$ cat src/rtl/ptrt_pkg.sv
// ptrt_pkg: shared types, constants and the wrap-aware compare for the
// passive tcp rtt tracker; no dependencies
`timescale 1ns / 1ps

package ptrt_pkg;

  // default queue depths
  localparam int QueueDepth = 4;
  localparam int OutDepth   = 4;

  localparam logic [31:0] SignBit = 32'h8000_0000;

  // one observed segment, plus the front's classification
  typedef struct packed {
    logic [31:0] seq;
    logic [31:0] ack_number;
    logic [31:0] ts_value;
    logic [31:0] ts_echo;
    logic [31:0] now_ms;
    logic        ack_flag;
    logic        reverse_dir;
    logic        ts_present;
  } item_t;

  // per-direction tracking record
  typedef struct packed {
    logic        ack_waiting;
    logic        echo_waiting;
    logic [31:0] mark_time;
    logic [31:0] awaited_value;
    logic [31:0] observed_delay;
  } dir_rec_t;

  // one result item
  typedef struct packed {
    logic        sample_valid;
    logic [31:0] rtt_sample;
  } result_t;

  // x is at or past y in 32-bit sequence space
  function automatic logic at_or_past(input logic [31:0] x, input logic [31:0] y);
    logic [31:0] diff;
    diff = x - y;
    return (diff & SignBit) == 32'd0;
  endfunction

endpackage

$ cat src/rtl/ptrt_fifo.sv
// ptrt_fifo: show-ahead queue with a registered head read
// depends on nothing but its parameters
`timescale 1ns / 1ps

module ptrt_fifo #(
  parameter int WIDTH = 8,
  parameter int DEPTH = 4
) (
  input  logic                       clk,
  input  logic                       rst,
  input  logic                       push,
  input  logic [WIDTH-1:0]           din,
  output logic                       full,
  input  logic                       pop,
  output logic [WIDTH-1:0]           dout,
  output logic                       empty,
  output logic [$clog2(DEPTH+1)-1:0] count
);

  localparam int PW = (DEPTH > 1) ? $clog2(DEPTH) : 1;
  localparam int CW = $clog2(DEPTH + 1);

  logic [WIDTH-1:0] mem [DEPTH];
  logic [PW-1:0]    wr_ptr;
  logic [PW-1:0]    rd_ptr;
  logic [PW-1:0]    wr_ptr_next;
  logic [PW-1:0]    rd_ptr_next;
  logic [CW-1:0]    count_next;
  logic             push_ok;
  logic             pop_ok;

  assign full    = (count == CW'(DEPTH));
  assign empty   = (count == '0);
  assign push_ok = push & ~full;
  assign pop_ok  = pop & ~empty;

  // pointer and fill count update
  always_comb begin
    wr_ptr_next = wr_ptr;
    rd_ptr_next = rd_ptr;
    if (push_ok) begin
      wr_ptr_next = (wr_ptr == PW'(DEPTH - 1)) ? '0 : wr_ptr + PW'(1);
    end
    if (pop_ok) begin
      rd_ptr_next = (rd_ptr == PW'(DEPTH - 1)) ? '0 : rd_ptr + PW'(1);
    end
    count_next = count + CW'(push_ok) - CW'(pop_ok);
  end

  always_ff @(posedge clk) begin
    if (rst) begin
      wr_ptr <= '0;
      rd_ptr <= '0;
      count  <= '0;
    end else begin
      wr_ptr <= wr_ptr_next;
      rd_ptr <= rd_ptr_next;
      count  <= count_next;
    end
  end

  // storage write and head read, bypassing a write to the new head slot
  always_ff @(posedge clk) begin
    if (push_ok) begin
      mem[wr_ptr] <= din;
    end
    if (push_ok && (wr_ptr == rd_ptr_next)) begin
      dout <= din;
    end else begin
      dout <= mem[rd_ptr_next];
    end
  end

endmodule

$ cat src/rtl/ptrt_front.sv
// ptrt_front: input capture register and item classification
// depends on ptrt_pkg
`timescale 1ns / 1ps

module ptrt_front (
  input  logic           clk,
  input  logic           rst,
  input  logic           push,
  output logic           full,
  input  logic [31:0]    seq,
  input  logic [31:0]    ack_number,
  input  logic [31:0]    ts_value,
  input  logic [31:0]    ts_echo,
  input  logic [31:0]    now_ms,
  input  logic           ack_flag,
  input  logic           reverse_dir,
  output logic           q_push,
  output ptrt_pkg::item_t q_item,
  input  logic           q_full
);

  logic hold_valid;
  logic take;

  // stall only when the holding register cannot drain
  assign full   = hold_valid & q_full;
  assign take   = push & ~full;
  assign q_push = hold_valid & ~q_full;

  always_ff @(posedge clk) begin
    if (rst) begin
      hold_valid <= 1'b0;
    end else begin
      hold_valid <= take | (hold_valid & q_full);
    end
  end

  // capture and classify the segment
  always_ff @(posedge clk) begin
    if (take) begin
      q_item.seq         <= seq;
      q_item.ack_number  <= ack_number;
      q_item.ts_value    <= ts_value;
      q_item.ts_echo     <= ts_echo;
      q_item.now_ms      <= now_ms;
      q_item.ack_flag    <= ack_flag;
      q_item.reverse_dir <= reverse_dir;
      q_item.ts_present  <= (ts_value != 32'd0);
    end
  end

endmodule

$ cat src/rtl/ptrt_back.sv
// ptrt_back: direction records, ack/echo matching and sample forming
// depends on ptrt_pkg
`timescale 1ns / 1ps

module ptrt_back #(
  parameter int OUT_DEPTH = ptrt_pkg::OutDepth
) (
  input  logic                           clk,
  input  logic                           rst,
  input  logic                           q_empty,
  input  ptrt_pkg::item_t                q_item,
  output logic                           q_pop,
  input  logic [$clog2(OUT_DEPTH+1)-1:0] out_count,
  output logic                           r_push,
  output ptrt_pkg::result_t              r_item
);

  localparam int CW = $clog2(OUT_DEPTH + 1);

  ptrt_pkg::dir_rec_t rec [2];
  ptrt_pkg::dir_rec_t own;
  ptrt_pkg::dir_rec_t opp;
  ptrt_pkg::dir_rec_t own_next;
  ptrt_pkg::dir_rec_t opp_next;
  logic [31:0]        delay;
  logic               delay_updated;
  logic               sample_ok;
  logic [CW:0]        room_used;
  logic               fire;

  logic               s1_valid;
  logic               s1_sample;
  logic [31:0]        s1_own_delay;
  logic [31:0]        s1_opp_delay;

  // take an item only when the result queue has room for it and the one in flight
  assign room_used = {1'b0, out_count} + (CW + 1)'(s1_valid);
  assign fire      = ~q_empty & (room_used < (CW + 1)'(OUT_DEPTH));
  assign q_pop     = fire;

  // select own and opposite records
  always_comb begin
    own = q_item.reverse_dir ? rec[1] : rec[0];
    opp = q_item.reverse_dir ? rec[0] : rec[1];
  end

  // ack/echo matching and re-arming
  always_comb begin
    own_next      = own;
    opp_next      = opp;
    delay_updated = 1'b0;
    delay         = q_item.now_ms - own.mark_time;
    if (own.ack_waiting && q_item.ack_flag &&
        ptrt_pkg::at_or_past(q_item.ack_number, own.awaited_value)) begin
      own_next.observed_delay = delay;
      own_next.ack_waiting    = 1'b0;
      delay_updated           = 1'b1;
      if (q_item.ts_present) begin
        opp_next.ack_waiting   = 1'b0;
        opp_next.echo_waiting  = 1'b1;
        opp_next.mark_time     = q_item.now_ms;
        opp_next.awaited_value = q_item.ts_value;
      end
    end else if (own.echo_waiting &&
                 ptrt_pkg::at_or_past(q_item.ts_echo, own.awaited_value)) begin
      if (delay > own.observed_delay) begin
        own_next.observed_delay = delay;
        delay_updated           = 1'b1;
      end
      own_next.echo_waiting  = 1'b0;
      opp_next.ack_waiting   = 1'b1;
      opp_next.echo_waiting  = 1'b0;
      opp_next.mark_time     = q_item.now_ms;
      opp_next.awaited_value = q_item.seq;
    end else if (!opp.ack_waiting && !opp.echo_waiting) begin
      opp_next.ack_waiting   = 1'b1;
      opp_next.echo_waiting  = 1'b0;
      opp_next.mark_time     = q_item.now_ms;
      opp_next.awaited_value = q_item.seq;
    end
    sample_ok = delay_updated && (own_next.observed_delay != 32'd0) &&
                (opp_next.observed_delay != 32'd0);
  end

  // record write-back
  always_ff @(posedge clk) begin
    if (rst) begin
      rec[0] <= '0;
      rec[1] <= '0;
    end else if (fire) begin
      if (q_item.reverse_dir) begin
        rec[1] <= own_next;
        rec[0] <= opp_next;
      end else begin
        rec[0] <= own_next;
        rec[1] <= opp_next;
      end
    end
  end

  // sample stage: delays held here, summed on the way to the result queue
  always_ff @(posedge clk) begin
    if (rst) begin
      s1_valid <= 1'b0;
    end else begin
      s1_valid <= fire;
    end
  end

  always_ff @(posedge clk) begin
    if (fire) begin
      s1_sample    <= sample_ok;
      s1_own_delay <= own_next.observed_delay;
      s1_opp_delay <= opp_next.observed_delay;
    end
  end

  assign r_push              = s1_valid;
  assign r_item.sample_valid = s1_sample;
  assign r_item.rtt_sample   = s1_sample ? (s1_own_delay + s1_opp_delay) : 32'd0;

  // a record never waits for an ack and an echo at once
  a_fwd_one_wait: assert property (@(posedge clk) disable iff (rst)
    !(rec[0].ack_waiting && rec[0].echo_waiting))
    else $error("forward record waits for ack and echo");

  a_rev_one_wait: assert property (@(posedge clk) disable iff (rst)
    !(rec[1].ack_waiting && rec[1].echo_waiting))
    else $error("reverse record waits for ack and echo");

  // a sample is only formed from two real measurements
  a_sample_nonzero: assert property (@(posedge clk) disable iff (rst)
    (s1_valid && s1_sample) |-> (s1_own_delay != 32'd0 && s1_opp_delay != 32'd0))
    else $error("sample formed with a zero delay");

  // the result queue always has room for the item in flight
  a_no_overflow: assert property (@(posedge clk) disable iff (rst)
    s1_valid |-> (out_count < CW'(OUT_DEPTH)))
    else $error("result queue overflow");

  // an item is taken only from a nonempty queue
  a_pop_nonempty: assert property (@(posedge clk) disable iff (rst)
    q_pop |-> !q_empty)
    else $error("pop from empty item queue");

endmodule

$ cat src/rtl/passive_tcp_rtt_tracker_core.sv
// Items pass the front capture register, item queue, back sample register, result queue.
// Throughput: one item per cycle while the result side does not stall; the record
// update is a read-modify-write of two registered direction records.
// Full rises only when the item queue backs up behind a stalled result side.
// Reset (rst, synchronous): clears both direction records and empties all queues.
// Top level: front capture, item queue, back record logic, result queue; depends on ptrt_pkg
`timescale 1ns / 1ps

module passive_tcp_rtt_tracker_core #(
  parameter int QUEUE_DEPTH = ptrt_pkg::QueueDepth,
  parameter int OUT_DEPTH   = ptrt_pkg::OutDepth
) (
  input  logic        clk,
  input  logic        rst,
  input  logic        push,
  output logic        full,
  input  logic [31:0] seq,
  input  logic [31:0] ack_number,
  input  logic [31:0] ts_value,
  input  logic [31:0] ts_echo,
  input  logic [31:0] now_ms,
  input  logic        ack_flag,
  input  logic        reverse_dir,
  output logic        empty,
  input  logic        pop,
  output logic        sample_valid,
  output logic [31:0] rtt_sample
);

  localparam int QCW = $clog2(QUEUE_DEPTH + 1);
  localparam int OCW = $clog2(OUT_DEPTH + 1);

  ptrt_pkg::item_t   f_item;
  ptrt_pkg::item_t   q_item;
  ptrt_pkg::result_t r_item;
  ptrt_pkg::result_t o_item;
  logic              f_push;
  logic              q_full;
  logic              q_empty;
  logic              q_pop;
  logic [QCW-1:0]    q_count;
  logic              r_push;
  logic              r_full;
  logic [OCW-1:0]    out_count;

  // front: capture and classify
  ptrt_front u_front (
    .clk         (clk),
    .rst         (rst),
    .push        (push),
    .full        (full),
    .seq         (seq),
    .ack_number  (ack_number),
    .ts_value    (ts_value),
    .ts_echo     (ts_echo),
    .now_ms      (now_ms),
    .ack_flag    (ack_flag),
    .reverse_dir (reverse_dir),
    .q_push      (f_push),
    .q_item      (f_item),
    .q_full      (q_full)
  );

  // item queue between front and back
  ptrt_fifo #(
    .WIDTH ($bits(ptrt_pkg::item_t)),
    .DEPTH (QUEUE_DEPTH)
  ) u_item_q (
    .clk   (clk),
    .rst   (rst),
    .push  (f_push),
    .din   (f_item),
    .full  (q_full),
    .pop   (q_pop),
    .dout  (q_item),
    .empty (q_empty),
    .count (q_count)
  );

  // back: record update and sample forming
  ptrt_back #(
    .OUT_DEPTH (OUT_DEPTH)
  ) u_back (
    .clk       (clk),
    .rst       (rst),
    .q_empty   (q_empty),
    .q_item    (q_item),
    .q_pop     (q_pop),
    .out_count (out_count),
    .r_push    (r_push),
    .r_item    (r_item)
  );

  // result queue
  ptrt_fifo #(
    .WIDTH ($bits(ptrt_pkg::result_t)),
    .DEPTH (OUT_DEPTH)
  ) u_result_q (
    .clk   (clk),
    .rst   (rst),
    .push  (r_push),
    .din   (r_item),
    .full  (r_full),
    .pop   (pop),
    .dout  (o_item),
    .empty (empty),
    .count (out_count)
  );

  assign sample_valid = o_item.sample_valid;
  assign rtt_sample   = o_item.rtt_sample;

  // item queue occupancy stays within its depth
  a_item_q_bound: assert property (@(posedge clk) disable iff (rst)
    q_count <= QCW'(QUEUE_DEPTH))
    else $error("item queue count out of range");

  // back never pushes into a full result queue
  a_result_no_drop: assert property (@(posedge clk) disable iff (rst)
    r_push |-> !r_full)
    else $error("result dropped at full queue");

  // front never pushes into a full item queue
  a_item_no_drop: assert property (@(posedge clk) disable iff (rst)
    f_push |-> !q_full)
    else $error("item dropped at full queue");

endmodule
$ cat config.mk
export PLATFORM = sky130hd
export DESIGN_NAME = passive_tcp_rtt_tracker_core
export DESIGN_NICKNAME = d
export VERILOG_FILES = /design/src/rtl/ptrt_pkg.sv /design/src/rtl/ptrt_fifo.sv /design/src/rtl/ptrt_front.sv /design/src/rtl/ptrt_back.sv /design/src/rtl/passive_tcp_rtt_tracker_core.sv
export SDC_FILE = /design/constraint.sdc
export NUM_CORES = 1
export LEC_CHECK = 0
export BUFFER_PORTS_ARGS = -buffer_cell sky130_fd_sc_hd__buf_2
export CAP_MARGIN = 5
export CELL_PAD_IN_SITES_DETAIL_PLACEMENT = 0
export CELL_PAD_IN_SITES_GLOBAL_PLACEMENT = 1
export CORE_AREA = 8 8 317 319
export CTS_CLUSTER_SIZE = 28
export DETAILED_ROUTE_END_ITERATION = 12
export DIE_AREA = 0 0 325 327
export PLACE_DENSITY = 0.84
export SYNTH_ARGS = -nofsm -noshare
export SYNTH_HDL_FRONTEND = slang
export SYNTH_HIERARCHICAL = 1
export SYNTH_SLANG_ARGS = --single-unit
$ cat constraint.sdc
create_clock -name clk -period 23.4 [get_ports clk]
set_input_delay 4.68 -clock clk [delete_from_list [all_inputs] [get_ports clk]]
set_output_delay 4.68 -clock clk [all_outputs]
set_load 0.1 [all_outputs]
# ---- Yosys cells after proc, flatten, opt, wreduce, memory -nomap -nowiden
# Memory sizes are Yosys's and may differ from the RTL's. A register that Yosys moved wholly into a read port is not among the register bits.
# Index checks and enable logic that the tools add are counted.
dict set report word_totals {
  regBits 244
  mem_bits_rw 980
  inputBits 166
  output_inout_bits 35
  elab_cells 116
  memories 3
}
dict set report classes {
  add_sub_neg 13
  n_lt_le_gt_ge 2
  eq_ne 6
  muxes 40
  bitwise_logic 18
  reduce_logical 15
}
# name words width rd rd_clocked_by_memory_dff wr line
set mem_list {}
lappend mem_list {u_item_q.mem 4 163 1 1 1 ptrt_fifo.sv:23} ;# logic [WIDTH-1:0] mem [DEPTH];
lappend mem_list {u_back.rec 2 98 2 0 2 ptrt_back.sv:20} ;# ptrt_pkg::dir_rec_t rec [2];
lappend mem_list {u_result_q.mem 4 33 1 1 1 ptrt_fifo.sv:23}
# operator count
set ops {}
lappend ops {{2-to-1 mux 98 bit} 6}
lappend ops {{2-to-1 mux 66 bit} 4}
lappend ops {{2-to-1 mux 32 bit} 4}
lappend ops {{nonzero test 32 bit} 3}
lappend ops {{subtractor 32 bit} 3}
lappend ops {{zero test 32 bit} 2}
lappend ops {{adder 32 bit} 1}
lappend ops {{> comparator 32 bit} 1}
lappend ops {{2-to-1 mux 1 bit} 20}
lappend ops {{2-to-1 mux 2 bit} 6}
lappend ops {{adder 2 x 1 -> 2 bit (second input constant)} 4}
lappend ops {{bitwise AND 1 bit} 8}
lappend ops {{== test 2 bit (second input constant)} 4}
lappend ops {{adder 3 x 1 -> 3 bit} 2}
lappend ops {{== test 3 bit (second input constant)} 2}
lappend ops {{logical AND 1 bit} 6}
lappend ops {{zero test 3 bit} 2}
lappend ops {{subtractor 3 x 1 -> 3 bit} 2}
lappend ops {{NOT 1 bit} 5}
lappend ops {{bitwise OR 1 bit} 5}
lappend ops {{adder 3 x 1 -> 4 bit} 1}
lappend ops {{< comparator 4 x 3 -> 1 bit (second input constant)} 1}
lappend ops {{zero test 1 bit} 2}

# ---- Depth between registers and ports, before layout
dict set report depth {
  depth_word 9
  depth_mapped 34
  ltp_nobuf 26
}

# ---- Modules after synthesis
# Netlist, hierarchy kept.
# mod instances cells_each area_each_um2 seq_area_each_um2
set by_module_without_submodules {}
lappend by_module_without_submodules {{ptrt_fifo at u_item_q} 1 901 23978.0 19759.0}
lappend by_module_without_submodules {ptrt_back 1 2044 19743.9 7857.5}
lappend by_module_without_submodules {{ptrt_fifo at u_result_q} 1 223 5248.8 4144.0}
lappend by_module_without_submodules {ptrt_front 1 180 5016.1 4914.7}

# ---- Worst setup path before layout
# No wires, ideal clock.
dict set report synth_path {
  path_type {input -> register}
  from {input port push}
  to {register u_front/q_item[0] (netlist bit) (enable)}
  setup_time_ns 0.704
  arrival_time_ns 11.723
  t_required_ns 22.696
  path_slack_ns 10.973
  path_stages 1
  path_buffers 0
  path_cell_list {nor2b_1}
}
dict set report synth_between {
  elab_chain_len 1
}
# element line
set synth_lines {}
lappend synth_lines {{start: declaration} passive_tcp_rtt_tracker_core.sv:15} ;# input logic push,
lappend synth_lines {{bitwise AND 1 bit} ptrt_front.sv:27} ;# assign take = push & ~full;
lappend synth_lines {{end: declaration} ptrt_front.sv:18} ;# output ptrt_pkg::item_t q_item,
# No other way between the ends.
# A chain may end at the register's enable or synchronous reset.

==> flow_summary_export.csv <==
group,metric,value,unit
critical_path,worstSetupEndpointType,"register",
placement,port_buffers,200,
power_and_ir_drop,p_leak,21.45,nW
status,outcome,"finished clean",
critical_path,crit_type,"register to register",
timing,slew_violations,0,
floorplan,initial_utilization,0.5640,
floorplan,die_y,327,microns
cells_and_area,final_core_util,0.6323,
timing,worst_pin_slew,1159,ps
grt,antenna_found_initial,1,
route,drc,0,
cells_and_area,syn_to_final_growth,12.11,%
power_and_ir_drop,cellPowerDensity,149.7,nW/um^2
clock_tree,numCtsBuffers,131,
clock_tree,hold_buffers,0,
cells_and_area,final_area,60520,sq um
route,dr.pass1.iters,6,
grt,grtUsageTotal,0.2175,
clock_tree,cts.path.max_buffers,3,
clock_tree,h-tree-depth,4,
synthesis,yosysWarnings,6,
route,ant_nets,0,
grt,grt_pass1_wl,180.5,mm
clock_tree,clkTransAtPathRegs,60,ps
placement,hpwl,75.91,mm
clock_tree,ctsRootBufferMaster,"clkbuf_16",
critical_path,rrSetupSlack,14280,ps
synthesis,netlist_instances,3347,
floorplan,io_pins,201,
floorplan,dieArea,106300,sq um
hold_path,hold_depth,0,
timing,skew,33.57,ps
timing,rsz0062_at_grt,"false",
floorplan,die_w,325,microns
critical_path,cp-start-kind,"register",
clock_tree,cts_resized,0,
timing,period_needed,9121,ps
synthesis,synth_area_per_cell,16.13,sq um
route,vias_per_cell,6.042,
grt,grt_overflow_total,0,
route,avgRoutedWirePerCell,23.75,microns
placement,gp_congestion,0.8771,
timing,setup_viol,0,
clock_tree,cts_setup_buffers,0,
hold_path,min_path_type,"register to register",
clock_tree,clk-insertion-delay-late,750,ps
critical_path,cp_max_fo,151,
critical_path,cp.arrival,9560,ps
synthesis,netlist_area,53980,sq um
timing,setup_tns,0,ps
floorplan,coreArea,95710,sq um
timing,period_share,0.3898,
grt,grt_pass1_vias,30895,
floorplan,num_rows,114,
critical_path,reg2reg_depth,23,
hold_path,hold_path_end,"u_item_q/mem[3][108]",
timing,clock.fmax,109.6,MHz
hold_path,hp-start,"u_front/q_item[108]",
route,wirelength,117.1,mm
clock_tree,cts.sinks,1228,
cells_and_area,fillers,6709,
timing,hold_violations,0,
cells_and_area,drive_gt1_frac,0.1935,
timing,relSlewSlack,0.2274,
route,drt_iter0_markers,2431,
cells_and_area,diodes,0,
critical_path,timing.rr.end,"u_back/s1_sample",
route,vias,29786,
synthesis,synth_nets,3685,
clock_tree,cts_tree,"done",
grt,grt_max_degree,152,
power_and_ir_drop,vdd.ir_drop.worst,0.0001563,V
cells_and_area,layout.nets,3885,
run,drv_cap,0,
critical_path,cp.required,23840,ps
placement,dpl-instance-area,56240,sq um
[power by group]
part           internal (W)  switching [W]  total, W
Combinational       0.00133        0.00251   0.00383
Sequential          0.00300       0.000194   0.00320
Clock               0.00120       0.000825   0.00203
[per-stage QoR]
step	hold slack (ps)	setup slack, ps	power (W)	instances
floorplan	458.7	10970	0.006030	3347
global placement	466.7	14440	0.006934	4690
detailed placement	482.5	14360	0.007057	4690
CTS	491.9	14290	0.009119	4930
global route	512.5	13580	0.009573	4930
finish	493.6	14280	0.009062	4930
[state kept, by name, summed over array words and instances, names as in the netlist, 3 cells and up, named ones only]
register	cells
u_back/rec	196
u_back/s1_opp_delay	32
u_back/s1_own_delay	32
u_front/q_item	163
u_item_q/count	3
u_item_q/mem	652
u_result_q/count	3
u_result_q/mem	132
[worst max-delay path, stage by stage, from the launching register on]
cell and delay (ps):
dfxtp_4 870, mux4_4 860, buf_12 570, mux2i_1 290, ha_1 320, a21oi_1 290
a21oi_1 130, o2111ai_1 190, a211oi_1 120, or3_1 450, a21o_1 220, o311ai_0 590
nand2_1 130, ha_1 350, nand2_1 60, nor4_1 490, nand2_1 190, o32a_1 390
a31oi_1 310, nand3_2 300, nand2_1 580, mux2_2 450, a2111oi_2 350, a41oi_1 160
[worst max-delay path by stage]
| stage | startpoint | end | slack [ps] | cells after the start |
|---|---|---|---|---|
| finish | register | u_back/s1_sample | 14280 | 23 |
| global route | register | u_back/rec[0][118] | 13580 | 24 |
| CTS | register | u_back/s1_sample | 14290 | 23 |
| detailed placement | register | u_back/s1_sample | 14360 | 23 |
| global placement | register | u_back/s1_sample | 14440 | 23 |
| floorplan | push | u_front/q_item[0] | 10970 | 1 |
[layer usage]
metal  part of all wire  GRT usage
met5                  0          0
met4              0.040    0.09158
met3              0.044    0.03268
met2               0.53     0.3897
met1               0.39     0.2629
[cell type report]
cell class | count | area [sq um] | area share
clock buffer | 173 | 3622 | 0.05985
clock inverter | 67 | 660.6 | 0.01092
sequential | 1228 | 36690 | 0.6062
multi-input combinational | 1874 | 16340 | 0.2701
tap | 1276 | 1597 | 0.02638
timing repair buffer | 230 | 1301 | 0.02150
inverter | 82 | 310.3 | 0.005127
[cell usage in the layout, fill, tap and decap left out, types with 16 or more instances in the layout]
cell       instances
mux2_2            49
clkbuf_1          29
nor4_1            23
xor2_1            24
nand4_1           25
o311a_1           33
nor2_1           222
clkbuf_16        136
ha_1             168
mux4_2           195
nand3_1          102
o31a_1            35
buf_4             24
xnor2_1           31
a21o_1            52
a211oi_1          25
dfxtp_1           16
clkinv_2          19
buf_2            200
edfxtp_1        1208
mux2i_1          175
a21oi_1          136
nand2b_1          39
o21ai_0          122
inv_1             80
nand2_1          176
clkinv_1          24
nor3_1            23
Note: power is estimated with default switching activity, not from simulation.
